**config.mk**
```make
export PLATFORM = sky130hd
export DESIGN_NAME = hbs_blend
export DESIGN_NICKNAME = d
export VERILOG_FILES = /design/src/rtl/hbs_pkg.sv /design/src/rtl/hbs_blend.sv
export SDC_FILE = /design/constraint.sdc
export NUM_CORES = 2
export LEC_CHECK = 0
export BUFFER_PORTS_ARGS = -buffer_cell sky130_fd_sc_hd__buf_2
export CORE_MARGIN = 2
export CORE_UTILIZATION = 55
export DETAILED_ROUTE_END_ITERATION = 12
export PLACE_DENSITY_LB_ADDON = 0.3
export SLEW_MARGIN = 0
export SYNTH_ARGS = -nofsm -noshare
export SYNTH_HDL_FRONTEND = slang
export SYNTH_SLANG_ARGS = --single-unit
```
**constraint.sdc**
```tcl
create_clock -name clk -period 8.85 [get_ports clk]
set_clock_uncertainty 0.2 [all_clocks]
set_input_delay 2.2125 -clock clk [delete_from_list [all_inputs] [get_ports clk]]
set_output_delay 2.2125 -clock clk [all_outputs]
set_load 0.05 [all_outputs]
```
**src/rtl/hbs_pkg.sv**
```systemverilog
// Shared types and constants for the height-map bilinear sampler.
// Depends on nothing; every other file of the block imports it.
package hbs_pkg;

  // Fixed field widths
  localparam int HEIGHT_W   = 16;
  localparam int POS_W      = 24;
  localparam int ROWCOL_W   = 6;
  localparam int DIM_REG_W  = 7;
  localparam int SHIFT_W    = 4;
  localparam int FRAC_W     = 8;
  localparam int GPOS_W     = POS_W - 1;        // non-negative position bits
  localparam int GIDX_W     = GPOS_W - FRAC_W;  // integer part of a grid coordinate
  localparam int CMP_W      = 16;               // width for index and size compares
  localparam int CFG_IDX_W  = 2;
  localparam int CFG_DATA_W = 7;

  typedef enum logic {
    OP_WRITE = 1'b0,
    OP_QUERY = 1'b1
  } opcode_t;

  // Register indexes of the configuration port
  localparam logic [CFG_IDX_W-1:0] REG_GRID_WIDTH  = 2'd0;
  localparam logic [CFG_IDX_W-1:0] REG_GRID_LENGTH = 2'd1;
  localparam logic [CFG_IDX_W-1:0] REG_CELL_SHIFT  = 2'd2;

  localparam logic [DIM_REG_W-1:0] GRID_WIDTH_RST  = 7'd22;
  localparam logic [DIM_REG_W-1:0] GRID_LENGTH_RST = 7'd35;
  localparam logic [SHIFT_W-1:0]   CELL_SHIFT_RST  = 4'd0;

  // Coordinate stage to fetch stage
  typedef struct packed {
    logic                res;       // query that will give a result
    logic                in_range;
    logic                wr_en;     // grid write to perform
    logic [FRAC_W-1:0]   fx;
    logic [FRAC_W-1:0]   fz;
    logic [HEIGHT_W-1:0] wdata;
  } grid_ctl_t;

  // Fetch stage to blend pipeline
  typedef struct packed {
    logic              res;
    logic              in_range;
    logic [FRAC_W-1:0] fx;
    logic [FRAC_W-1:0] fz;
  } fetch_ctl_t;

endpackage

```
**src/rtl/hbs_blend.sv**
```systemverilog
// Bilinear blend pipeline: weight products, x blend, z products, z blend,
// saturation and the output register. Depends on hbs_pkg.
module hbs_blend (
  input  logic                                clk,
  input  logic                                rst,
  input  logic                                adv,
  input  hbs_pkg::fetch_ctl_t                 ctl,
  input  logic signed [hbs_pkg::HEIGHT_W-1:0] h00,
  input  logic signed [hbs_pkg::HEIGHT_W-1:0] h01,
  input  logic signed [hbs_pkg::HEIGHT_W-1:0] h10,
  input  logic signed [hbs_pkg::HEIGHT_W-1:0] h11,
  output logic                                out_valid,
  output logic signed [hbs_pkg::HEIGHT_W-1:0] height,
  output logic                                in_range
);
  import hbs_pkg::*;

  localparam int WGT_W  = FRAC_W + 1;             // 0..256
  localparam int PX_W   = HEIGHT_W + WGT_W + 1;   // x products
  localparam int ROW_W  = HEIGHT_W + 2;           // blended row heights
  localparam int PZ_W   = ROW_W + WGT_W + 1;      // z products
  localparam int SUM_W  = PZ_W - FRAC_W + 1;

  // Stage 4: x weight products
  logic [WGT_W-1:0]       wx0, wx1;
  logic                   s4_res, s4_in;
  logic [FRAC_W-1:0]      s4_fz;
  logic signed [PX_W-1:0] p_b0, p_b1, p_t0, p_t1;

  assign wx0 = WGT_W'(1 << FRAC_W) - WGT_W'(ctl.fx);
  assign wx1 = WGT_W'(ctl.fx);

  // Stage 5: row blends
  logic signed [ROW_W-1:0] bot_next, top_next, bot, top;
  logic                    s5_res, s5_in;
  logic [FRAC_W-1:0]       s5_fz;

  assign bot_next = ROW_W'((p_b0 >>> FRAC_W) + (p_b1 >>> FRAC_W));
  assign top_next = ROW_W'((p_t0 >>> FRAC_W) + (p_t1 >>> FRAC_W));

  // Stage 6: z weight products
  logic [WGT_W-1:0]       wz0, wz1;
  logic signed [PZ_W-1:0] q0, q1;
  logic                   s6_res, s6_in;

  assign wz0 = WGT_W'(1 << FRAC_W) - WGT_W'(s5_fz);
  assign wz1 = WGT_W'(s5_fz);

  // Stage 7: z blend and saturate
  logic signed [SUM_W-1:0]    sum;
  logic signed [HEIGHT_W-1:0] sat;

  always_comb begin
    sum = SUM_W'((q0 >>> FRAC_W) + (q1 >>> FRAC_W));
    if (sum > SUM_W'(32767)) begin
      sat = 16'sh7FFF;
    end else if (sum < -SUM_W'(32768)) begin
      sat = 16'sh8000;
    end else begin
      sat = sum[HEIGHT_W-1:0];
    end
  end

  always_ff @(posedge clk) begin
    if (rst) begin
      s4_res    <= 1'b0;
      s5_res    <= 1'b0;
      s6_res    <= 1'b0;
      out_valid <= 1'b0;
    end else if (adv) begin
      s4_res    <= ctl.res;
      s5_res    <= s4_res;
      s6_res    <= s5_res;
      out_valid <= s6_res;
    end
  end

  always_ff @(posedge clk) begin
    if (adv) begin
      s4_in    <= ctl.in_range;
      s4_fz    <= ctl.fz;
      p_b0     <= PX_W'(h00) * PX_W'($signed({1'b0, wx0}));
      p_b1     <= PX_W'(h01) * PX_W'($signed({1'b0, wx1}));
      p_t0     <= PX_W'(h10) * PX_W'($signed({1'b0, wx0}));
      p_t1     <= PX_W'(h11) * PX_W'($signed({1'b0, wx1}));

      s5_in    <= s4_in;
      s5_fz    <= s4_fz;
      bot      <= bot_next;
      top      <= top_next;

      s6_in    <= s5_in;
      q0       <= PZ_W'(bot) * PZ_W'($signed({1'b0, wz0}));
      q1       <= PZ_W'(top) * PZ_W'($signed({1'b0, wz1}));

      in_range <= s6_in;
      height   <= s6_in ? sat : '0;
    end
  end

endmodule

```
Yosys cells after proc, flatten, opt, wreduce, memory -nomap -nowiden
Cells that the tools add are included.
Word-level totals
  register bits: 233
  bits in latches: 0
  memory bits (writable): 0
  memory bits (read-only): 0
  bits of input ports: 85
  output and inout bits: 18
  word-level logic and storage cells: 37
  memories kept: 0
Operators by class
  add/subtract/negate cells: 5
  multiply operators: 6
  divide/modulo/power cells: 0
  $lt $le $gt $ge: 2
  eq/ne operators: 0
  shift operators: 0
  muxes and demuxes: 2
  bitwise logic cells: 1
  reductions and logical operators: 1
Operators with widths (count)
  multiplier 16 x 10 -> 26 bit: 2
  multiplier 16 x 9 -> 25 bit: 2
  adder 18 x 17 -> 18 bit: 2
  multiplier 18 x 10 -> 28 bit: 1
  multiplier 18 x 9 -> 27 bit: 1
  adder 20 x 19 -> 21 bit: 1
  greater-than comparator 21 x 16 -> 1 bit, second input constant: 1
  < comparator 21 x 16 -> 1 bit, second input constant: 1
  subtractor 9 x 8 -> 9 bit, first input constant: 2
  two-way mux 16 bit: 1
  two-way mux 15 bit: 1
  OR reduction 2 bit: 1
  NOT 1 bit: 1

Longest topological paths before layout
  depth in word-level cells: 4
  mapped depth: 29
  depth with buffers taken out: 25

Least setup slack after synthesis
OpenSTA, ideal clock, no wires.
  path kind: input-to-reg
  from: in ctl[9] (netlist name)
  to: reg p_t0[25], data pin
  library setup time: 260 ps
  arrival time: 8551 ps
  required time: 8390 ps
  setup slack: -161 ps
  cell stages on the path: 26
  path buffers: 5
  cell sequence: buf_2 -> clkbuf_1 -> clkbuf_1 -> inv_1 -> ha_1 -> clkbuf_1 -> clkbuf_1 -> nand2_1 -> fa_1 -> inv_1 -> fa_1 -> fa_1 -> fa_1 -> inv_1 -> fa_1 -> inv_1 -> ha_1 -> a211o_1 -> o221a_2 -> o21ai_0 -> a21oi_1 -> a221oi_2 -> o31ai_1 -> a21oi_1 -> o21bai_1 -> xnor2_1
Between the ends
  cells in the longest elaborated chain, start to end: 2
RTL lines
  from (decl): RTL line hbs_blend.sv:7  | input hbs_pkg::fetch_ctl_t ctl,
  subtractor 9 x 8 -> 9 bit: RTL line hbs_blend.sv:30  | assign wx0 = WGT_W'(1 << FRAC_W) - WGT_W'(ctl.fx);
  multiplier 16 x 10 -> 26 bit: RTL line hbs_blend.sv:84  | p_t0 <= PX_W'(h10) * PX_W'($signed({1'b0, wx0}));
  to (signal assigned): RTL line hbs_blend.sv:84
  to (decl): RTL line hbs_blend.sv:28  | logic signed [PX_W-1:0] p_b0, p_b1, p_t0, p_t1;
No other way between the ends.
A chain may end at the register's enable or synchronous reset.

Worst setup path in the final report
  from: in ctl[10] (netlist name)
  to: reg p_b0[19], data pin
Between the ends
  cells in the longest elaborated chain, start to end: 2
RTL lines
  subtractor 9 x 8 -> 9 bit: RTL line hbs_blend.sv:30
  multiplier 16 x 10 -> 26 bit: RTL line hbs_blend.sv:82  | p_b0 <= PX_W'(h00) * PX_W'($signed({1'b0, wx0}));
  to (signal assigned): RTL line hbs_blend.sv:82
  to (decl): RTL line hbs_blend.sv:28
No other way between the ends.

==> results.cfg <==
[setup_path]
end_kind = register
worstReg2RegEnd = q0[27]$_DFFE_PP_
worstSetupStartpoint = ctl[10]
max_stage_delay_ps = 580
start_kind = input port
required_ps = 8910
slowest_stage = or4_1
crit_path_end = p_b0[19]$_DFFE_PP_
crit_buf_inv = 6
r2r-start = s5_fz[4]$_DFFE_PP_
crit_type = in2reg
crit_arrival_ps = 8290
rr_worst_depth = 23
rrSetupSlack_ps = 1540
cp_max_fo = 14
path_depth = 25
crit_family = adder cells

[synthesis]
synthTopCellsByArea = fa_1 (37%), edfxtp_1 (15%), ha_1 (12%), inv_1 (9.0%), and2_1 (7.7%)
synth.distinct_cells = 69
avgSynthCellArea_um2 = 9.559
yosysTopAreaCellShare_pct = 37.13
ys_seq_area_share_pct = 14.72
synth_ff_type = edfxtp_1
yosys_warnings = 0
netlist_area_mm2 = 0.03747
syn-num-nets = 5067
ys_ff_latch = 185
yosysTopAreaCell = fa_1
synthArstFlopShare_pct = 0
syn_inst = 3920
synth_edf_count = 181

[die]
die_area_mm2 = 0.07024
fp.dieW_um = 265.0
ios = 103
rows = 95
core_mm2 = 0.06728
chipHeight_um = 265.0
start_util_pct = 55.70

[layout]
area_delta_synth_final_pct = 5.907
finalNetCount = 5117
final_core_util_pct = 58.99
drive_above_1_share_pct = 5.072

[global_route]
grt_max_degree = 111
track_usage_pct = 22.67
first_global_vias = 26550
grt_pass1_wl_um = 127900
grt.overflow.total = 0
antenna_found_initial = 19

[clocking]
ctsHoldBuffers = 0
cts_resized = 0
numCtsBuffers = 17
path_clk_slew_ps = 80
clockBufferDepth = 2
worstSkewPairLatency_ps = 500
cts.sinks = 185
clockRootBuffer = clkbuf_16
h-tree-depth = 4
cts_tree = done
post_cts_buffers = 0

[timing]
setup_viol = 0
hold_viol = 0
tightestPinTransition_ps = 992.7
fin_crit_sh_pct = 92.98
finalSetupTns_ps = 0
slew_violations = 0
period_minus_slack_ps = 8228
hold-worst-slack_ps = 225.6
fmax_ghz = 0.1215
slew_headroom_pct = 33.82
rsz0062_at_grt = no

[worst_hold_path]
hold_class = reg2reg

[detailed_routing]
wl_um = 74920
drt_iter0_drc = 1125
drc = 0
drt-wirelength-per-cell_um = 15.40
num_vias = 25300
viasPerCell = 5.201
drt_pass1_iterations = 5
drtAntennaViolNets = 0

[run]
max_cap_violations = 0

[place]
hpwlAfterDp_um = 63170
place.gp.congestion = 0.8810
port_buffers = 102

[outcome]
outcome = finished clean
==> through the flow <==
step / instances / setup WS, ps / instance area [um2]
2_1_floorplan: 3920 / 0.9530 / 37470
3_3_place_gp: 4824 / 230.8 / 39040
4_1_cts: 4856 / 667.3 / 39670
5_1_grt: 4860 / 314.1 / 39680
6_report: 4864 / 621.7 / 39690
3_5_place_dp: 4824 / 122.4 / 39040
==> kinds of logic after synthesis <==
logic type	synth area share [%]
compound gates	5.743
simple gates	15.68
fa+ha+maj	49.38
xor+xnor	4.160
flops	14.72
mux	0.1336
buf+inv	10.18
==> sequential cells by signal, indices dropped and copies added (netlist names), 8 cells and up <==
register and count:
p_t1 17, p_b0 18, s5_fz 8, p_t0 18
s4_fz 8, bot 18, top 18, q0 20
height 16, q1 19, p_b1 17
==> synthesized netlist by cell type, drive strengths merged (9+ instances only) <==
master,instances
and2,460
or3,12
xnor2,137
nand3,24
a21o,38
clkbuf,91
o21bai,14
nand2,421
fa,695
nor2b,24
nor2,112
inv,902
o21ai,59
nor3,41
nand4,9
o21a,33
ha,367
edfxtp,181
nand2b,11
and3,13
a21oi,90
xor2,41
buf,20
==> per-layer routing <==
layer  up-vias  GRT usage (%)  share of wire (%)
met5         -              0               0.18
met3       108          4.721                6.2
met2       500          38.67                 48
met4        20          5.268                1.6
met1     12610          29.82                 44
li1      12060              -                  -
==> cell usage in the layout, fill, tap and decap left out, drive strengths merged, types with 5 or more instances in the layout <==
| master | netlist | routed |
|---|---|---|
| a2111oi | 6 | 6 |
| a211o | 5 | 5 |
| a211oi | 8 | 8 |
| a21boi | 5 | 5 |
| a21o | 38 | 38 |
| a21oi | 90 | 90 |
| a221oi | 5 | 5 |
| a31oi | 6 | 6 |
| and2 | 460 | 460 |
| and3 | 13 | 13 |
| buf | 20 | 141 |
| clkbuf | 91 | 18 |
| clkinv | 0 | 6 |
| diode | 0 | 8 |
| edfxtp | 181 | 181 |
| fa | 695 | 695 |
| ha | 367 | 367 |
| inv | 902 | 909 |
| mux2i | 5 | 5 |
| nand2 | 421 | 421 |
| nand2b | 11 | 11 |
| nand3 | 24 | 24 |
| nand4 | 9 | 9 |
| nor2 | 112 | 112 |
| nor2b | 24 | 24 |
| nor3 | 41 | 41 |
| nor4 | 8 | 8 |
| o211ai | 7 | 7 |
| o21a | 33 | 33 |
| o21ai | 59 | 59 |
| o21bai | 14 | 14 |
| o31ai | 7 | 7 |
| o41ai | 7 | 7 |
| or2 | 5 | 5 |
| or3 | 12 | 12 |
| xnor2 | 137 | 137 |
| xor2 | 41 | 41 |
==> worst min path at each step <==
stage | start | endpoint | slack (ps) | cells past startpoint
finish | s4_fz[3]$_DFFE_PP_ | s5_fz[3]$_DFFE_PP_ | 230 | 0
global route | s5_in$_DFFE_PP_ | s6_in$_DFFE_PP_ | 230 | 0
CTS | s4_fz[3]$_DFFE_PP_ | s5_fz[3]$_DFFE_PP_ | 230 | 0
detailed placement | s4_in$_DFFE_PP_ | s5_in$_DFFE_PP_ | 210 | 0
global placement | s4_fz[3]$_DFFE_PP_ | s5_fz[3]$_DFFE_PP_ | 200 | 0
floorplan | s4_fz[0]$_DFFE_PP_ | s5_fz[0]$_DFFE_PP_ | 200 | 0
==> area by class of cell <==
| type | count | area (um2) |
|---|---|---|
| Multi-Input combinational cell | 2722 | 28200 |
| Fill cell | 5766 | 27590 |
| Sequential cell | 185 | 5515 |
| Inverter | 902 | 3386 |
| Tap cell | 873 | 1092 |
| Timing Repair Buffer | 142 | 844.6 |
| Clock buffer | 17 | 425.4 |
| Clock inverter | 15 | 201.4 |
| Antenna cell | 8 | 20.02 |
Power is not shown: default switching activity piles up to over one toggle a cycle in this logic, so the estimate is an artifact.
