## src/rtl/hbs_pkg.sv

```systemverilog
// Shared types and constants for the height-map bilinear sampler.
// Depends on nothing; every other file of the block imports it.
package hbs_pkg;

  // Fixed field widths
  localparam int HEIGHT_W   = 16;
  localparam int POS_W      = 24;
  localparam int ROWCOL_W   = 6;
  localparam int DIM_REG_W  = 7;
  localparam int SHIFT_W    = 4;
  localparam int FRAC_W     = 8;
  localparam int GPOS_W     = POS_W - 1;        // non-negative position bits
  localparam int GIDX_W     = GPOS_W - FRAC_W;  // integer part of a grid coordinate
  localparam int CMP_W      = 16;               // width for index and size compares
  localparam int CFG_IDX_W  = 2;
  localparam int CFG_DATA_W = 7;

  typedef enum logic {
    OP_WRITE = 1'b0,
    OP_QUERY = 1'b1
  } opcode_t;

  // Register indexes of the configuration port
  localparam logic [CFG_IDX_W-1:0] REG_GRID_WIDTH  = 2'd0;
  localparam logic [CFG_IDX_W-1:0] REG_GRID_LENGTH = 2'd1;
  localparam logic [CFG_IDX_W-1:0] REG_CELL_SHIFT  = 2'd2;

  localparam logic [DIM_REG_W-1:0] GRID_WIDTH_RST  = 7'd22;
  localparam logic [DIM_REG_W-1:0] GRID_LENGTH_RST = 7'd35;
  localparam logic [SHIFT_W-1:0]   CELL_SHIFT_RST  = 4'd0;

  // Coordinate stage to fetch stage
  typedef struct packed {
    logic                res;       // query that will give a result
    logic                in_range;
    logic                wr_en;     // grid write to perform
    logic [FRAC_W-1:0]   fx;
    logic [FRAC_W-1:0]   fz;
    logic [HEIGHT_W-1:0] wdata;
  } grid_ctl_t;

  // Fetch stage to blend pipeline
  typedef struct packed {
    logic              res;
    logic              in_range;
    logic [FRAC_W-1:0] fx;
    logic [FRAC_W-1:0] fz;
  } fetch_ctl_t;

endpackage

```

## src/rtl/hbs_coord.sv

```systemverilog
// Coordinate stages: position shift, range check, corner clamp and addresses.
// Depends on hbs_pkg; feeds hbs_fetch.
module hbs_coord #(
  parameter int MAX_DIM = 64,
  parameter int ADDR_W  = 12
) (
  input  logic                                clk,
  input  logic                                rst,
  input  logic                                adv,
  input  logic                                take,
  input  logic                                opcode,
  input  logic [hbs_pkg::ROWCOL_W-1:0]        row,
  input  logic [hbs_pkg::ROWCOL_W-1:0]        col,
  input  logic signed [hbs_pkg::HEIGHT_W-1:0] height_value,
  input  logic signed [hbs_pkg::POS_W-1:0]    pos_x,
  input  logic signed [hbs_pkg::POS_W-1:0]    pos_z,
  input  logic [hbs_pkg::DIM_REG_W-1:0]       grid_width,
  input  logic [hbs_pkg::DIM_REG_W-1:0]       grid_length,
  input  logic [hbs_pkg::SHIFT_W-1:0]         cell_shift,
  output hbs_pkg::grid_ctl_t                  ctl,
  output logic [ADDR_W-1:0]                   a00,
  output logic [ADDR_W-1:0]                   a01,
  output logic [ADDR_W-1:0]                   a10,
  output logic [ADDR_W-1:0]                   a11
);
  import hbs_pkg::*;

  localparam int IDX_W = (MAX_DIM > 1) ? $clog2(MAX_DIM) : 1;

  function automatic logic [ADDR_W-1:0] cell_addr(input logic [ADDR_W-1:0] r,
                                                 input logic [ADDR_W-1:0] c);
    return ADDR_W'(r * ADDR_W'(MAX_DIM) + c);
  endfunction

  // Stage 1
  logic                s1_valid;
  logic                s1_query;
  logic [ROWCOL_W-1:0] s1_row;
  logic [ROWCOL_W-1:0] s1_col;
  logic [HEIGHT_W-1:0] s1_wdata;
  logic                s1_neg;
  logic [GPOS_W-1:0]   s1_gx;
  logic [GPOS_W-1:0]   s1_gz;

  always_ff @(posedge clk) begin
    if (rst) begin
      s1_valid <= 1'b0;
    end else if (adv) begin
      s1_valid <= take;
    end
  end

  always_ff @(posedge clk) begin
    if (adv) begin
      s1_query <= (opcode == OP_QUERY);
      s1_row   <= row;
      s1_col   <= col;
      s1_wdata <= height_value;
      s1_neg   <= pos_x[POS_W-1] | pos_z[POS_W-1];
      s1_gx    <= pos_x[GPOS_W-1:0] >> cell_shift;
      s1_gz    <= pos_z[GPOS_W-1:0] >> cell_shift;
    end
  end

  // Stage 2
  logic [GIDX_W-1:0] idx_x, idx_z;
  logic [CMP_W-1:0]  w_eff, l_eff;
  logic [CMP_W-1:0]  x1_full, z1_full;
  logic              in_range;
  logic [IDX_W-1:0]  x0, z0, x1, z1;
  logic              wr_ok;
  logic [ADDR_W-1:0] wr_addr;
  grid_ctl_t         ctl_next;
  logic [ADDR_W-1:0] a00_next, a01_next, a10_next, a11_next;

  always_comb begin
    idx_x = s1_gx[GPOS_W-1:FRAC_W];
    idx_z = s1_gz[GPOS_W-1:FRAC_W];
    w_eff = (CMP_W'(grid_width) < CMP_W'(MAX_DIM)) ? CMP_W'(grid_width) : CMP_W'(MAX_DIM);
    l_eff = (CMP_W'(grid_length) < CMP_W'(MAX_DIM)) ? CMP_W'(grid_length) : CMP_W'(MAX_DIM);
    in_range = !s1_neg && (CMP_W'(idx_x) < w_eff) && (CMP_W'(idx_z) < l_eff);
    // clamp the far corner to the last column or row in use
    x1_full = (CMP_W'(idx_x) + CMP_W'(1) < w_eff) ? CMP_W'(idx_x) + CMP_W'(1)
                                                  : w_eff - CMP_W'(1);
    z1_full = (CMP_W'(idx_z) + CMP_W'(1) < l_eff) ? CMP_W'(idx_z) + CMP_W'(1)
                                                  : l_eff - CMP_W'(1);
    x0 = in_range ? idx_x[IDX_W-1:0] : '0;
    z0 = in_range ? idx_z[IDX_W-1:0] : '0;
    x1 = in_range ? x1_full[IDX_W-1:0] : '0;
    z1 = in_range ? z1_full[IDX_W-1:0] : '0;

    wr_ok   = !s1_query && (CMP_W'(s1_row) < CMP_W'(MAX_DIM))
                        && (CMP_W'(s1_col) < CMP_W'(MAX_DIM));
    wr_addr = wr_ok ? cell_addr(ADDR_W'(s1_row), ADDR_W'(s1_col)) : '0;

    a00_next = s1_query ? cell_addr(ADDR_W'(z0), ADDR_W'(x0)) : wr_addr;
    a01_next = cell_addr(ADDR_W'(z0), ADDR_W'(x1));
    a10_next = cell_addr(ADDR_W'(z1), ADDR_W'(x0));
    a11_next = cell_addr(ADDR_W'(z1), ADDR_W'(x1));

    ctl_next.res      = s1_valid && s1_query;
    ctl_next.in_range = in_range;
    ctl_next.wr_en    = s1_valid && wr_ok;
    ctl_next.fx       = s1_gx[FRAC_W-1:0];
    ctl_next.fz       = s1_gz[FRAC_W-1:0];
    ctl_next.wdata    = s1_wdata;
  end

  always_ff @(posedge clk) begin
    if (rst) begin
      ctl.res   <= 1'b0;
      ctl.wr_en <= 1'b0;
    end else if (adv) begin
      ctl.res   <= ctl_next.res;
      ctl.wr_en <= ctl_next.wr_en;
    end
    if (adv) begin
      ctl.in_range <= ctl_next.in_range;
      ctl.fx       <= ctl_next.fx;
      ctl.fz       <= ctl_next.fz;
      ctl.wdata    <= ctl_next.wdata;
      a00          <= a00_next;
      a01          <= a01_next;
      a10          <= a10_next;
      a11          <= a11_next;
    end
  end

endmodule

```

## config.mk

```make
export PLATFORM = sky130hd
export DESIGN_NAME = hbs_coord
export DESIGN_NICKNAME = d
export VERILOG_FILES = /design/src/rtl/hbs_pkg.sv /design/src/rtl/hbs_coord.sv
export SDC_FILE = /design/constraint.sdc
export NUM_CORES = 1
export LEC_CHECK = 0
export ABC_AREA = 1
export ABC_CLOCK_PERIOD_IN_PS = 2660
export BUFFER_PORTS_ARGS = -buffer_cell sky130_fd_sc_hd__buf_2
export CAP_MARGIN = 20
export CORE_ASPECT_RATIO = 1.4
export CORE_MARGIN = 3
export CORE_UTILIZATION = 41
export CTS_CLUSTER_SIZE = 16
export DETAILED_ROUTE_END_ITERATION = 10
export GPL_TIMING_DRIVEN = 1
export SYNTH_ARGS = -nofsm -noshare
export SYNTH_HDL_FRONTEND = slang
export SYNTH_SLANG_ARGS = --single-unit
```

## constraint.sdc

```tcl
create_clock -name clk -period 2.66 [get_ports clk]
set_input_delay 0.399 -clock clk [delete_from_list [all_inputs] [get_ports clk]]
set_output_delay 0.399 -clock clk [all_outputs]
set_load 0.02 [all_outputs]
```

Word level (Yosys, flattened, before mapping)
Index checks and enable logic that the tools add are counted.
Widths: inputs -> output; s select.
{"block": "classes", "n_addsub": 9, "magnitude_cmp": 6, "n_shift": 2, "n_mux": 9, "n_bitwise": 1, "reduce_logical": 6}
{"operator": "$add 12x6->12", "count": 5}
{"operator": "$shr 23x4->23", "count": 2}
{"operator": "$mux 6", "count": 6}
{"operator": "$add 15x1->16 const B", "count": 2}
{"operator": "$lt 16x7->1", "count": 2}
{"operator": "$lt 15x7->1", "count": 2}
{"operator": "$lt 7x7->1 const B", "count": 2}
{"operator": "$mux 7", "count": 2}
{"operator": "$mux 12", "count": 1}
{"operator": "$sub 6x1->6 const B", "count": 2}
{"operator": "$logic_and 1x1->1", "count": 4}
{"operator": "$logic_not 1->1", "count": 2}
{"operator": "$or 1x1->1", "count": 1}
{"block": "totals", "regBits": 160, "input_bits": 99, "elab_cells": 51}

Longest topological paths before layout
{"block": "depth", "word_depth": 8, "mapped_depth": 14, "ltp_nobuf": 14}

Least setup slack after synthesis
OpenSTA, ideal clock, no wires.
{"block": "synth_timing", "kind": "reg-to-reg", "from": "reg s1_gx[10]", "to": "reg a01[0], data pin", "setup_ns": 0.253, "arrival_time_ns": 1.897, "t_required_ns": 2.407, "slack_ns": 0.510, "stages_incl_launch_ff": 12, "path_buffers": 0, "path_cell_list": "edfxtp_1 -> nand3_2 -> nor2_4 -> xor2_1 -> inv_1 -> ha_1 -> a21oi_1 -> o21ai_1 -> nor2_2 -> nand2_4 -> nor2_1 -> nor2_1"}
{"block": "synth_via", "elab_chain_cells": 5, "word_cells_on_any_way": 8, "cone_classes": "2 x add/sub; 2 x order compare; 2 x mux; 2 x reduce/logical"}
{"element": "start, declared", "line_no": "hbs_coord.sv:42", "text": "logic [GPOS_W-1:0] s1_gx;"}
{"element": "start signal, assigned", "line_no": "hbs_coord.sv:60", "text": "s1_gx <= pos_x[GPOS_W-1:0] >> cell_shift;"}
{"element": "$add 15x1->16 / $lt 15x7->1 (equally long branches)"}
{"element": "$lt 16x7->1 / $logic_and 1x1->1 (equally long branches)", "line_no": "hbs_coord.sv:83, hbs_coord.sv:81"}
{"element": "$mux 6 / $logic_and 1x1->1 (equally long branches)", "line_no": "hbs_coord.sv:83, hbs_coord.sv:81"}
{"element": "$mux 6 (*)", "line_no": "hbs_coord.sv:89", "text": "x1 = in_range ? x1_full[IDX_W-1:0] : '0;"}
{"element": "$add 12x6->12 (*)", "line_no": "hbs_coord.sv:32", "text": "return ADDR_W'(r * ADDR_W'(MAX_DIM) + c);"}
{"element": "end signal, assigned", "line_no": "hbs_coord.sv:123", "text": "a01 <= a01_next;"}
{"element": "end, declared", "line_no": "hbs_coord.sv:22", "text": "output logic [ADDR_W-1:0] a01,"}
Mark *: on every way between the ends. The rest lies on a longest branch, timed or not.
A chain may end at the register's enable or synchronous reset.

Final worst setup path
{"block": "layout_timing", "from": "reg s1_gx[12]", "to": "reg a01[3], data pin"}
The elaborated chain is that of the path after synthesis.

==> impl_metrics.yaml <==
critical_path:
  r2r_cells: 11
  worstPathMaxFanout: 8
  cp-start-kind: "register"
  critPathMaxStageDelay_ps: 460
  crit_path_start: "s1_gx[12]"
  cp.arrival_ps: 2570
  r2r_end: "a01[3]"
  crit_family: "simple AND/OR/NAND/NOR gates"
  path_cells: "nand2_1, nor2_4, xor2_1, inv_1, ha_1, a21oi_1, o21ai_1, nor2_2, nand2_4, nor2_1, nor2_1"
  worst_path_max_delay_cell: "edfxtp_1"
  path_class: "register to register"
  rrSetupSlack_ps: 260
  critPathRequiredTime_ps: 2830
  path_common_cell: "nor2_1"
  path_buf_inv: 1
  end_kind: "register"
  rr_startpoint: "s1_gx[12]"
die:
  start_util: 0.421
  fp.dieH_um: 176
  design.core.area_sq_um: 20100
  ios: 182
  dieWidth_um: 127
  die_area_sq_um: 22400
  core.rowCount: 61
place:
  dp_hpwl_mm: 15.2
  io_buffer_count: 181
  place_worst_setup_slack_ps: 114
  gp_congestion: 0.860
timing:
  max_freq_mhz: 417
  setup_slack_ps: 264
  rsz0062_at_grt: "false"
  period_minus_slack_ps: 2400
  drv_slew: 0
  tns_ps: 0
  finClkSkew_ps: 10.9
  finalCritPeriodShare: 0.901
  slew_headroom: 0.557
  finalHoldViolCount: 0
  worst_pin_slew_ps: 664
  setup_viol_count_final: 0
drt:
  route.vias.total: 7096
  drtAntennaViolNets: 0
  drt_iter0_drc: 577
  drt_wl_total_mm: 20.1
  drc: 0
  wl_per_cell_um: 14.1
  dr.pass1.iters: 5
  viasPerCell: 4.97
cts:
  clock_latency_ps: 410
  clk_pin_slew_worst_paths_ps: 70
  cts_buffer_depth: 2
  cts-hold-fix-buffers: 0
  cts_tree: "built"
  cts_sinks: 148
  numCtsBuffers: 17
  cts_max_level: 4
  root_buffer: "clkbuf_16"
synth:
  synth_warnings: 0
  synth_area_per_cell_sq_um: 8.57
  ys_ff_latch: 148
  synthArstFlopShare: 0
  synth.cell_area_sq_um: 8460
  synth_seq_area_share: 0.522
  synth_ff_type: "edfxtp_1"
  yosys-top-cells-count: "309 x nand2_1, 145 x edfxtp_1, 92 x nand3_1, 92 x nor2_1, 76 x o21ai_0"
  synth_top_cell_area_share: 0.515
  synth_top_cell_by_area: "edfxtp_1"
  synth_top_family_by_area: "simple AND/OR/NAND/NOR gates"
  yosysMostFrequentCell: "nand2_1"
  synth-simple-area-share: 0.270
  synth-xor-area-share: 0.0176
  synth_nets: 1114
  synth_mux_area_frac: 0.0106
  netlist-cell-type-count: 37
  netlist_instances: 987
  synth.area.top_cells: "edfxtp_1 51%, nand2_1 14%, nand3_1 5.4%"
  synth_fa_ha_area_frac: 0.0414
  synth_edf_count: 145
  synth-compound-area-share: 0.0765
layout:
  area_delta_synth_final_pct: 22.6
  drive_gt1_frac: 0.224
  fillers: 1898
  finalNetCount: 1288
power_and_ir_drop:
  power.density_nw_per_um2: 632
  ir_worst_vdd_v: 0.000342
  p_leak_nw: 4.72
worst_hold_path:
  min_path_cells: 1
  worstHoldPathType: "primary input to register"
  min_from: "height_value[10]"
  whs_endpoint: "s1_wdata[10]"
global_route:
  overflow: 0
  antenna_found_initial: 0
  grt_max_degree: 49
  grt_pass1_vias: 6465
  grt_pass1_wl_mm: 32.2
  grt_usage: 0.178
run_status:
  status: "finished, final reports clean"
flow_run:
  maxCapViolCount: 0
[final cells by class]
| class | instances | area (sq um) | area share |
|---|---|---|---|
| flip-flops and latches | 148 | 4410 | 0.426 |
| multi-input cells | 713 | 3550 | 0.342 |
| repair buffers | 207 | 1160 | 0.112 |
| clock buffers | 17 | 425 | 0.0410 |
| well taps | 252 | 315 | 0.0304 |
| inverters | 74 | 278 | 0.0268 |
| clock inverters | 15 | 229 | 0.0221 |
| diodes | 1 | 2.50 | 0.000241 |
[worst reg2reg max path: cells and delay by family (launching register included)]
| kind | cells | cell delay, ps |
|---|---|---|
| simple gates | 6 | 890 |
| flops | 1 | 460 |
| fa+ha+maj | 1 | 290 |
| compound gates | 2 | 250 |
| xor+xnor | 1 | 210 |
| buf+inv | 1 | 70 |
[sequential cells by signal, summed over array words and instances, names as in the netlist]
signal and cells:
s1_wdata 16, s1_neg 1, ctl 35, s1_valid 1
a00 12, s1_col 6, a01 12, s1_gz 23
a10 12, s1_query 1, s1_gx 23, s1_row 6
[layout by cell type, fill, tap and decap left out, types with 2 or more instances in the layout]
master,Yosys,layout
inv_1,68,68
xor2_1,13,12
nor3_1,2,2
nand3b_1,4,4
nand3_2,3,3
buf_2,7,180
nor2_4,3,5
clkinv_4,0,5
buf_12,0,4
o21ai_0,76,76
o21ai_1,2,2
a31oi_1,3,3
clkinv_1,2,3
nand3_1,92,91
nand4_1,16,16
a211oi_1,2,2
nor2_2,9,8
nor4_1,4,4
a21oi_1,26,26
bufinv_16,0,5
o211ai_1,8,8
edfxtp_1,145,145
inv_6,0,3
inv_2,4,4
xnor2_1,4,4
dfxtp_1,3,3
nor2_1,92,91
ha_1,28,28
mux2i_1,9,9
clkbuf_16,0,17
nand2_1,309,309
buf_4,12,22
[what timing repair did]
| item | CTS | global route |
|---|---|---|
| buffers inserted | 0 | 10 |
| gates resized for setup | 0 | 6 |
| endpoints found under the setup margin | 0 | 9 |
| hold endpoints to repair | 0 | 0 |
[cell families after synthesis]
| family | Yosys count |
|---|---|
| AND/OR/NAND/NOR | 538 |
| flip-flops | 148 |
| buffers and inverters | 126 |
| AO/OA/AOI/OAI | 121 |
| adder cells (fa/ha/maj) | 28 |
| XOR/XNOR | 17 |
| multiplexers | 9 |
[worst max path at each step]
| stage | depth (start not counted) | to | slack, ps |
|---|---|---|---|
| final | 11 | a01[3] | 260 |
| after global routing | 11 | a10[6] | 3 |
| after CTS | 11 | a10[7] | 110 |
| after detailed placement | 11 | a10[7] | 110 |
| after global placement | 11 | a10[9] | 180 |
| after floorplan | 11 | a01[0] | 510 |
[through the flow]
stage / util / hold slack (ps) / std cells / total power, W / area [sq um]
final: 0.517 / 161 / 1427 / 0.00656 / 10400
after CTS: 0.511 / 141 / 1416 / 0.00659 / 10300
after floorplan: - / 400 / 987 / 0.00355 / 8460
after global routing: 0.517 / 149 / 1426 / 0.00687 / 10400
after global placement: 0.479 / 401 / 1384 / 0.00392 / 9610
after detailed placement: 0.479 / 405 / 1384 / 0.00393 / 9610
[report_power, final]
group	leakage (nW)	total [W]	switching, W	internal (W)
Combinational	2.93	0.00104	0.000665	0.000380
Clock	0.320	0.00264	0.000963	0.00168
Sequential	1.47	0.00287	0.000102	0.00277
Total	4.72	0.00656	0.00173	0.00483
[metal layers]
| layer | track usage | vias up | wire, um |
|---|---|---|---|
| met2 | 0.289 | 248 | 9480 |
| met4 | 0.0537 | 0 | 264 |
| li1 | - | 3683 | - |
| met3 | 0.0254 | 19 | 1170 |
| met1 | 0.246 | 3146 | 9220 |
| met5 | 0 | - | 0 |
Power figures use the tool's default switching activity.
